[src/ptpaq_pkg.sv]
package ptpaq_pkg;

  localparam int unsigned FUNC_W    = 2;
  localparam int unsigned TARGET_W  = 4;
  localparam int unsigned PAYLOAD_W = 32;
  localparam int unsigned RANK_W    = 8;

  // operation codes on the func field; code 3 means nothing
  typedef enum logic [FUNC_W-1:0] {
    FUNC_ENQ      = 2'd0,
    FUNC_CANCEL   = 2'd1,
    FUNC_DISPATCH = 2'd2
  } func_e;

  typedef enum logic {
    ST_IDLE,
    ST_DISPATCH
  } state_e;

  // one queued action
  typedef struct packed {
    logic [TARGET_W-1:0]  target;
    logic [PAYLOAD_W-1:0] payload;
    logic [RANK_W-1:0]    rank;
  } entry_t;

  // what one cell shows its neighbors
  typedef struct packed {
    logic   valid;
    logic   dead;
    entry_t entry;
  } cell_link_t;

  // broadcast from the controller to every cell
  typedef struct packed {
    logic                enq;
    logic                cancel;
    logic                pop;
    entry_t              data;
    logic [TARGET_W-1:0] head_target;
    logic [RANK_W-1:0]   head_rank;
  } cell_ctrl_t;

  localparam cell_link_t LINK_FULL  = '{valid: 1'b1, dead: 1'b0, entry: '0};
  localparam cell_link_t LINK_EMPTY = '{valid: 1'b0, dead: 1'b0, entry: '0};

endpackage

[src/ptpaq_cell.sv]
module ptpaq_cell import ptpaq_pkg::*; (
  input  logic       clk_i,
  input  logic       rst_ni,
  input  cell_ctrl_t ctrl_i,
  input  cell_link_t left_i,
  input  cell_link_t right_i,
  input  logic       right_kill_i,
  output cell_link_t link_o,
  output logic       kill_o,
  output logic       beat_o
);

  logic   valid_q, valid_d;
  logic   dead_q, dead_d;
  entry_t entry_q, entry_d;
  logic   same_tgt;

  // compare against the head entry during a dispatch
  assign same_tgt = (entry_q.target == ctrl_i.head_target);
  assign kill_o   = valid_q && same_tgt && (entry_q.rank >= ctrl_i.head_rank);
  assign beat_o   = valid_q && same_tgt && (entry_q.rank < ctrl_i.head_rank);

  assign link_o = '{valid: valid_q, dead: dead_q, entry: entry_q};

  // next cell contents
  always_comb begin
    valid_d = valid_q;
    dead_d  = dead_q;
    entry_d = entry_q;
    if (ctrl_i.pop) begin
      // whole row shifts one cell toward the head
      valid_d = right_i.valid;
      dead_d  = right_i.dead | right_kill_i;
      entry_d = right_i.entry;
    end else if (ctrl_i.enq) begin
      // first empty cell takes the new entry
      if (!valid_q && left_i.valid) begin
        valid_d = 1'b1;
        dead_d  = 1'b0;
        entry_d = ctrl_i.data;
      end
    end else if (ctrl_i.cancel) begin
      if (valid_q && (entry_q.target == ctrl_i.data.target)) begin
        valid_d = 1'b0;
      end
    end else begin
      // compaction: holes bubble toward the tail
      if (!valid_q && right_i.valid) begin
        valid_d = 1'b1;
        dead_d  = right_i.dead;
        entry_d = right_i.entry;
      end else if (valid_q && !left_i.valid) begin
        valid_d = 1'b0;
      end
    end
  end

  always_ff @(posedge clk_i or negedge rst_ni) begin
    if (!rst_ni) begin
      valid_q <= 1'b0;
      dead_q  <= 1'b0;
    end else begin
      valid_q <= valid_d;
      dead_q  <= dead_d;
    end
  end

  always_ff @(posedge clk_i) begin
    entry_q <= entry_d;
  end

endmodule

[config.mk]
export PLATFORM = sky130hd
export DESIGN_NAME = ptpaq_cell
export DESIGN_NICKNAME = d
export VERILOG_FILES = /design/src/ptpaq_pkg.sv /design/src/ptpaq_cell.sv
export SDC_FILE = /design/constraint.sdc
export NUM_CORES = 1
export LEC_CHECK = 0
export BUFFER_PORTS_ARGS = -buffer_cell sky130_fd_sc_hd__buf_2
export CORE_MARGIN = 4
export CORE_UTILIZATION = 44
export CTS_BUF_LIST = sky130_fd_sc_hd__clkbuf_2
export DETAILED_ROUTE_END_ITERATION = 10
export GPL_TIMING_DRIVEN = 0
export PLACE_DENSITY_LB_ADDON = 0.15
export SYNTH_ARGS = -nofsm -noshare
export SYNTH_HDL_FRONTEND = slang
export SYNTH_SLANG_ARGS = --single-unit
[constraint.sdc]
create_clock -name clk_i -period 4.9 [get_ports clk_i]
set_input_delay 0.98 -clock clk_i [delete_from_list [all_inputs] [get_ports clk_i]]
set_output_delay 0.98 -clock clk_i [all_outputs]
set_load 0.01 [all_outputs]
==> results of run 1 <==
## per-stage QoR
step           hold slack [ns]  utilization, %  setup WS (ns)
6_report                 0.314            62.3           1.85
5_1_grt                  0.272            62.3           1.76
4_1_cts                  0.291            62.3           1.83
3_5_place_dp             0.555            61.2           1.84
3_3_place_gp             0.528            61.2           1.84
2_1_floorplan            0.504               -           1.98
## cell usage in the layout, fill, tap and decap left out, drive strengths merged, types with 3 or more instances in the layout
cell type,instances
a21oi,8
buf,163
clkbuf,5
edfxtp,44
ha,8
inv,9
mux2,44
nor2,4
nor3,4
o21ai,5
xnor2,5
xor2,3
## worst max-delay path by stage
stage / start / end / depth (start not counted)
4_1_cts: ctrl_i[1] / beat_o / 8
3_5_place_dp: ctrl_i[1] / beat_o / 8
3_3_place_gp: ctrl_i[1] / beat_o / 8
2_1_floorplan: ctrl_i[1] / beat_o / 6
6_report: ctrl_i[1] / beat_o / 8
5_1_grt: ctrl_i[1] / beat_o / 8
## worst register-to-register path, stage by stage, from the launching register on
cell and delay, ns:
dfrtp_1 0.48, a21oi_1 0.19, or2_2 0.84
## sequential cells by signal, indices dropped and copies added, names as in the netlist
| register | count |
|---|---|
| valid_q | 1 |
| dead_q | 1 |
| link_o | 44 |
## routing by layer
metal | vias up | share of wire [%] | wire length [um]
li1 | 911 | - | -
met1 | 812 | 35 | 1930
met2 | 84 | 52 | 2920
met3 | 8 | 12 | 644
met4 | 0 | 1.8 | 101
met5 | - | 0 | 0
## cell families (layout without fill, tap and decap cells)
family	Yosys count	in the layout	share of synthesized area (%)
AOI/OAI and AO/OA	15	15	3.23
xor gates and xnor gates	8	8	2.78
adders and majority gates	8	8	3.97
buffers and inverters	16	179	5.56
DFF	46	46	54.4
muxes	45	45	25.9
and+or+nand+nor	19	19	4.17
## cell usage after synthesis
cell type	count
a21oi_1	8
and2b_1	1
buf_12	4
buf_4	2
buf_6	1
dfrtp_1	2
edfxtp_1	44
ha_1	8
inv_1	9
mux2_2	5
mux2_4	39
mux2i_1	1
nand2_1	2
nand3_1	1
nand4_1	2
nor2_1	4
nor2b_1	1
nor2b_2	1
nor3_1	4
nor3b_1	1
o211ai_1	1
o21ai_0	5
o311ai_0	1
or2_2	1
or3b_1	1
xnor2_1	5
xor2_1	3
## where the power goes
part           internal, mW  switching, mW  total, mW
clock network        0.0821          0.113      0.195
logic                 0.121         0.0942      0.215
registers             0.475         0.0136      0.489
total                 0.678          0.221      0.899
## cell type report
type,instances,area [um^2],area share (%)
clock inverter,2,33.8,0.979
clock buffer,5,25.0,0.725
inverter,9,33.8,0.979
buffer,7,106,3.08
timing repair buffer,156,781,22.6
multi-input combinational,95,1010,29.2
tap,72,90.1,2.61
sequential,46,1370,39.8
==> metrics.txt, run 1 <==
# TYPE chip_impl_metric gauge
chip_impl_info{name="status",value="completed"} 1
chip_impl_metric{name="die_height",unit="um"} 83.7
chip_impl_metric{name="post_drt_via_cell_ratio",unit=""} 4.63
chip_impl_metric{name="netlist_instances",unit=""} 157
chip_impl_metric{name="drt.antenna.violating_nets",unit=""} 0
chip_impl_metric{name="tritoncts.num_buffers",unit=""} 5
chip_impl_metric{name="number_of_antenna_violations_at_the_first_check_in_global_routing",unit=""} 0
chip_impl_info{name="setup.worst_path.end_class",value="output port"} 1
chip_impl_info{name="cpLargestDelayFamily",value="simple AND/OR/NAND/NOR gates"} 1
chip_impl_metric{name="nets_in_the_synthesized_netlist",unit=""} 319
chip_impl_info{name="grt_most_used_layer",value="met2"} 1
chip_impl_metric{name="port_buffers",unit=""} 156
chip_impl_metric{name="ctsHoldBuffers",unit=""} 0
chip_impl_metric{name="final-max-slew-violation-count",unit=""} 0
chip_impl_metric{name="power.static_leakage",unit="nW"} 1.66
chip_impl_metric{name="max-clock-path-buffers",unit=""} 2
chip_impl_info{name="worst_r2r_startpoint",value="valid_q"} 1
chip_impl_metric{name="setup_violations",unit=""} 0
chip_impl_metric{name="firstDrtPassIters",unit=""} 4
chip_impl_metric{name="drive_gt1_share",unit="%"} 67.2
chip_impl_metric{name="cp_data_arrival_time",unit="ns"} 2.07
chip_impl_metric{name="min_period",unit="ns"} 3.05
chip_impl_info{name="worst_hold_class",value="in2async"} 1
chip_impl_metric{name="yosys_warnings",unit=""} 0
chip_impl_metric{name="area_growth_syn_to_layout",unit="%"} 36.9
chip_impl_metric{name="slew-limit-headroom",unit="%"} 30.3
chip_impl_metric{name="hold_vio_cnt_final",unit=""} 0
chip_impl_metric{name="vdd.ir_drop.worst",unit="uV"} 135
chip_impl_info{name="cpMaxStageDelayCell",value="ha_1"} 1
chip_impl_metric{name="grt_util_met3",unit="%"} 7.40
chip_impl_metric{name="postSynthRegisterBits",unit=""} 46
chip_impl_metric{name="placement_rows",unit=""} 27
chip_impl_metric{name="globalRouteOverflowTotal",unit=""} 0
chip_impl_info{name="unrepaired_setup_endpoints_after_global_routing",value="no"} 1
chip_impl_metric{name="io_pins",unit=""} 202
chip_impl_metric{name="cts_htree_levels",unit=""} 2
chip_impl_metric{name="finalClockSkew",unit="ns"} 0.0103
chip_impl_metric{name="cts_setup_buffers",unit=""} 0
chip_impl_metric{name="drt_iter0_markers",unit=""} 49
chip_impl_metric{name="clkSinkCount",unit=""} 46
chip_impl_info{name="critical_path.cell_chain",value="buf_2, inv_1, ha_1, nor2b_1, o211ai_1, a21oi_1, nor3_1, buf_2"} 1
chip_impl_metric{name="total_power",unit="mW"} 0.899
chip_impl_metric{name="worstPathRequired",unit="ns"} 3.92
chip_impl_metric{name="critical_path.max_fanout",unit=""} 2
chip_impl_metric{name="grt_util_met2",unit="%"} 28.6
chip_impl_metric{name="placeableCoreArea",unit="um^2"} 5540
chip_impl_info{name="ys_top_cells_by_area",value="edfxtp_1 52%, mux2_4 23%, ha_1 4.0%, buf_12 3.2%, mux2_2 2.2%"} 1
chip_impl_metric{name="antennaDiodeCount",unit=""} 0
chip_impl_metric{name="gp_routability_congestion",unit=""} 0.753
chip_impl_metric{name="placed_cells",unit=""} 385
chip_impl_metric{name="fin_nets",unit=""} 482
chip_impl_metric{name="ff2ff_setup_slack",unit="ns"} 3.01
chip_impl_metric{name="synthesis.area",unit="um^2"} 2520
chip_impl_metric{name="grt_pass1_vias",unit=""} 1887
chip_impl_metric{name="routed_wire_length_per_instance",unit="um"} 14.3
chip_impl_metric{name="post_synth_num_cell_types",unit=""} 27
chip_impl_metric{name="cts_resized",unit=""} 0
chip_impl_metric{name="via_count",unit=""} 1815
chip_impl_metric{name="post-route-cell-area",unit="um^2"} 3450
chip_impl_metric{name="detail_route.drc_violations",unit=""} 0
chip_impl_info{name="crit_type",value="in2out"} 1
chip_impl_metric{name="reg2reg_depth",unit=""} 2
chip_impl_metric{name="chipWidth",unit="um"} 83.7
chip_impl_info{name="start_kind",value="input port"} 1
chip_impl_info{name="cts_root_buffer",value="clkbuf_2"} 1
chip_impl_info{name="synth_top_area_cell",value="edfxtp_1"} 1
chip_impl_metric{name="post-synth-top-area-fraction",unit="%"} 52.4
chip_impl_metric{name="worst-slew-pin-transition",unit="ns"} 1.05
chip_impl_metric{name="post-route-period-util",unit="%"} 62.3
chip_impl_metric{name="max-cap-violations",unit=""} 0
chip_impl_metric{name="power_per_cell_area",unit="nW/um^2"} 261
chip_impl_info{name="path_common_cell",value="buf_2"} 1
chip_impl_metric{name="yosysSeqAreaShare",unit="%"} 54.4
chip_impl_info{name="tritoncts",value="yes"} 1
chip_impl_metric{name="postRouteWirelength",unit="mm"} 5.59
chip_impl_metric{name="detailed_place.area",unit="um^2"} 3390
chip_impl_metric{name="clk-insertion-delay-late",unit="ns"} 0.39
chip_impl_metric{name="final.fill_count",unit=""} 480
chip_impl_metric{name="floorplan.initialDensity",unit="%"} 45.5
chip_impl_metric{name="grt_start_max_net_pins",unit=""} 46
chip_impl_metric{name="fin_setup_tns",unit="ns"} 0
chip_impl_metric{name="dieArea",unit="um^2"} 7000
chip_impl_metric{name="global_route.usage.total",unit="%"} 15.7
chip_impl_metric{name="slowest_delay",unit="ns"} 0.28
chip_impl_metric{name="maxClockFrequency",unit="MHz"} 328
chip_impl_metric{name="path_clk_slew",unit="ns"} 0.21
chip_impl_metric{name="mean_post_synth_cell_area",unit="um^2"} 16.1
chip_impl_metric{name="post_layout_nonfiller_instances",unit=""} 392
chip_impl_metric{name="wire_length_of_the_first_global_routing_pass",unit="mm"} 8.65
chip_impl_metric{name="dp_hpwl",unit="mm"} 4.56
chip_impl_metric{name="met1_usage",unit="%"} 15.4
chip_impl_info{name="r2r-end",value="link_o[10]"} 1
chip_impl_metric{name="worst-path-buf-inv",unit=""} 3
Note: power is estimated with default switching activity, not from simulation.
==> run 2, diff against run 1 <==
--- a/config.mk
+++ b/config.mk
@@ -7,7 +7,7 @@
 export LEC_CHECK = 0
 export BUFFER_PORTS_ARGS = -buffer_cell sky130_fd_sc_hd__buf_2
 export CORE_MARGIN = 4
-export CORE_UTILIZATION = 44
+export CORE_UTILIZATION = 37
 export CTS_BUF_LIST = sky130_fd_sc_hd__clkbuf_2
 export DETAILED_ROUTE_END_ITERATION = 10
 export GPL_TIMING_DRIVEN = 0
==> constraint.sdc (replaced) <==
create_clock -name clk_i -period 2.62 [get_ports clk_i]
set_input_delay 0.524 -clock clk_i [delete_from_list [all_inputs] [get_ports clk_i]]
set_output_delay 0.524 -clock clk_i [all_outputs]
set_load 0.01 [all_outputs]
==> run 2 against run 1 <==
Combinational power up 87%. Total power is 79% higher. Highest routed layer unchanged. First-iteration DRC count decreased by 35%. Sequential cell count unchanged. Largest cell class unchanged. Worst hold slack better by 0.078 ns. Critical path type is now reg2out. Clock-buffer cell count increased by 1. Critical endpoint unchanged. Largest power group unchanged. Routed wire length is 7.2% higher. Die area rose by 17%. Non-clock buffer count is 1 higher. Clock skew is 0.019 ns higher. Sequential power increased by 87%.
==> metrics.txt, run 2 (synthesized netlist as in run 1, its figures left out) <==
# TYPE chip_impl_metric gauge
chip_impl_metric{name="floorplan.initialDensity",unit="%"} 38.8
chip_impl_metric{name="firstDrtPassIters",unit=""} 4
chip_impl_info{name="crit_end",value="beat_o"} 1
chip_impl_metric{name="max-cap-violations",unit=""} 0
chip_impl_metric{name="grt_pass1_vias",unit=""} 1973
chip_impl_metric{name="worstPathRequired",unit="ns"} 2.10
chip_impl_metric{name="ff2ff_setup_slack",unit="ns"} 0.76
chip_impl_info{name="startpoint",value="link_o[1]"} 1
chip_impl_info{name="critical_path.cell_chain",value="ha_1, nor2b_1, o211ai_1, a21oi_1, nor3_1, buf_2"} 1
chip_impl_metric{name="global_route.usage.total",unit="%"} 14.2
chip_impl_metric{name="sequential_cell_area_in_the_final_layout",unit="um^2"} 1370
chip_impl_info{name="tritoncts",value="yes"} 1
chip_impl_metric{name="grt_start_max_net_pins",unit=""} 46
chip_impl_metric{name="finalClockSkew",unit="ns"} 0.0292
chip_impl_info{name="min_from",value="right_i[17]"} 1
chip_impl_info{name="start_kind",value="register"} 1
chip_impl_metric{name="critical_path.max_fanout",unit=""} 2
chip_impl_metric{name="fin_nets",unit=""} 483
chip_impl_info{name="status",value="completed"} 1
chip_impl_metric{name="worst-path-buf-inv",unit=""} 1
chip_impl_metric{name="maxClockFrequency",unit="MHz"} 414
chip_impl_metric{name="hold_vio_cnt_final",unit=""} 0
chip_impl_info{name="final_common_cell",value="buf_2"} 1
chip_impl_metric{name="vdd.ir_drop.worst",unit="uV"} 244
chip_impl_metric{name="postRouteWirelength",unit="mm"} 5.99
chip_impl_info{name="crit_type",value="reg2out"} 1
chip_impl_metric{name="slowest_delay",unit="ns"} 0.44
chip_impl_metric{name="cts_setup_buffers",unit=""} 0
chip_impl_metric{name="worst-slew-pin-transition",unit="ns"} 1.07
chip_impl_metric{name="number_of_antenna_violations_at_the_first_check_in_global_routing",unit=""} 0
chip_impl_info{name="cpLargestDelayFamily",value="flip-flops"} 1
chip_impl_metric{name="cp.depth",unit=""} 6
chip_impl_metric{name="drt_iter0_markers",unit=""} 32
chip_impl_metric{name="clkSinkCount",unit=""} 46
chip_impl_info{name="final_cell_mix",value="156 x buf_2, 44 x edfxtp_1, 39 x mux2_4"} 1
chip_impl_metric{name="ctsHoldBuffers",unit=""} 1
chip_impl_metric{name="tritoncts.num_buffers",unit=""} 5
chip_impl_metric{name="area_growth_syn_to_layout",unit="%"} 36.9
chip_impl_metric{name="dieArea",unit="um^2"} 8190
chip_impl_metric{name="chipWidth",unit="um"} 90.5
chip_impl_metric{name="post-route-cell-area",unit="um^2"} 3450
chip_impl_metric{name="final-max-slew-violation-count",unit=""} 0
chip_impl_metric{name="multi_input_area",unit="um^2"} 1010
chip_impl_metric{name="port_buffers",unit=""} 156
chip_impl_metric{name="clk-insertion-delay-late",unit="ns"} 0.40
chip_impl_metric{name="largest_reg_flops",unit=""} 44
chip_impl_metric{name="detail_route.drc_violations",unit=""} 0
chip_impl_info{name="cpMaxStageDelayCell",value="edfxtp_1"} 1
chip_impl_metric{name="min_period",unit="ns"} 2.41
chip_impl_metric{name="setup_violations",unit=""} 0
chip_impl_metric{name="placement_rows",unit=""} 29
chip_impl_metric{name="post_drt_via_cell_ratio",unit=""} 4.61
chip_impl_info{name="cts_root_buffer",value="clkbuf_2"} 1
chip_impl_metric{name="cts_resized",unit=""} 0
chip_impl_info{name="setup.worst_path.end_class",value="output port"} 1
chip_impl_metric{name="slew-limit-headroom",unit="%"} 28.8
chip_impl_metric{name="drive_gt1_share",unit="%"} 67.4
chip_impl_metric{name="cts_htree_levels",unit=""} 2
chip_impl_metric{name="gp_routability_congestion",unit=""} 0.799
chip_impl_metric{name="path_clk_slew",unit="ns"} 0.24
chip_impl_info{name="r2r-end",value="link_o[6]"} 1
chip_impl_metric{name="fin_setup_tns",unit="ns"} 0
chip_impl_metric{name="post-route-util",unit="%"} 53.1
chip_impl_metric{name="detailed_place.area",unit="um^2"} 3400
chip_impl_metric{name="io_pins",unit=""} 202
chip_impl_metric{name="via_count",unit=""} 1838
chip_impl_metric{name="power_per_cell_area",unit="nW/um^2"} 468
chip_impl_metric{name="drt.antenna.violating_nets",unit=""} 0
chip_impl_metric{name="dp_hpwl",unit="mm"} 4.82
chip_impl_metric{name="max-clock-path-buffers",unit=""} 2
chip_impl_metric{name="post-route-period-util",unit="%"} 92.1
chip_impl_metric{name="final.fill_count",unit=""} 573
chip_impl_metric{name="cp_data_arrival_time",unit="ns"} 1.89
chip_impl_metric{name="total_power",unit="mW"} 1.61
chip_impl_metric{name="placeableCoreArea",unit="um^2"} 6490
chip_impl_metric{name="globalRouteOverflowTotal",unit=""} 0
chip_impl_metric{name="power.static_leakage",unit="nW"} 1.67
chip_impl_info{name="worst_r2r_startpoint",value="valid_q"} 1
chip_impl_metric{name="die_height",unit="um"} 90.5
chip_impl_metric{name="reg2reg_depth",unit=""} 2
chip_impl_info{name="worst_hold_class",value="in2reg"} 1
chip_impl_metric{name="wire_length_of_the_first_global_routing_pass",unit="mm"} 9.29
chip_impl_info{name="unrepaired_setup_endpoints_after_global_routing",value="no"} 1
chip_impl_metric{name="antennaDiodeCount",unit=""} 0
chip_impl_metric{name="routed_wire_length_per_instance",unit="um"} 15.0
==> run 2: cell count changes in the layout (fill, tap and decap cells not counted), sizes merged <==
cell	change
dlygate4sd3	+1
bufinv	-1
clkinv	+1
clkbuf	+1
==> run 2: how the worst min path moves through the flow <==
stage,endpoint,slack [ns],cells past startpoint
after floorplan,dead_q,0.23,0
after global placement,dead_q,0.32,1
after detailed placement,dead_q,0.32,1
after CTS,link_o[17],0.34,2
after global routing,link_o[22],0.33,2
final,link_o[17],0.39,2
==> run 2: routing by layer <==
metal	routed length [um]	vias to the layer above	track usage, %
li1	-	916	-
met1	2210	830	14.3
met2	3110	83	26.5
met3	592	9	5.83
met4	76	0	4.21
met5	0	-	0
==> run 2: layout make-up <==
| class | instances | area share (%) |
|---|---|---|
| Buffer | 7 | 3.08 |
| Timing Repair Buffer | 157 | 22.9 |
| Clock inverter | 2 | 0.399 |
| Inverter | 9 | 0.979 |
| Clock buffer | 6 | 0.870 |
| Multi-Input combinational cell | 95 | 29.2 |
| Sequential cell | 46 | 39.7 |
| Tap cell | 77 | 2.79 |
==> run 2: power by group <==
| group | switching, mW | total (mW) | internal [mW] |
|---|---|---|---|
| clock | 0.224 | 0.295 | 0.0705 |
| sequential | 0.0268 | 0.916 | 0.889 |
| combinational | 0.176 | 0.403 | 0.227 |
| total | 0.428 | 1.61 | 1.19 |
==> run 2: per-stage QoR <==
stage | std cells | hold WS [ns] | setup WS, ns
finish | 399 | 0.392 | 0.206
floorplan | 157 | 0.228 | 0.555
global placement | 390 | 0.316 | 0.162
CTS | 399 | 0.344 | 0.146
detailed placement | 390 | 0.318 | 0.110
global route | 399 | 0.327 | 0.0201
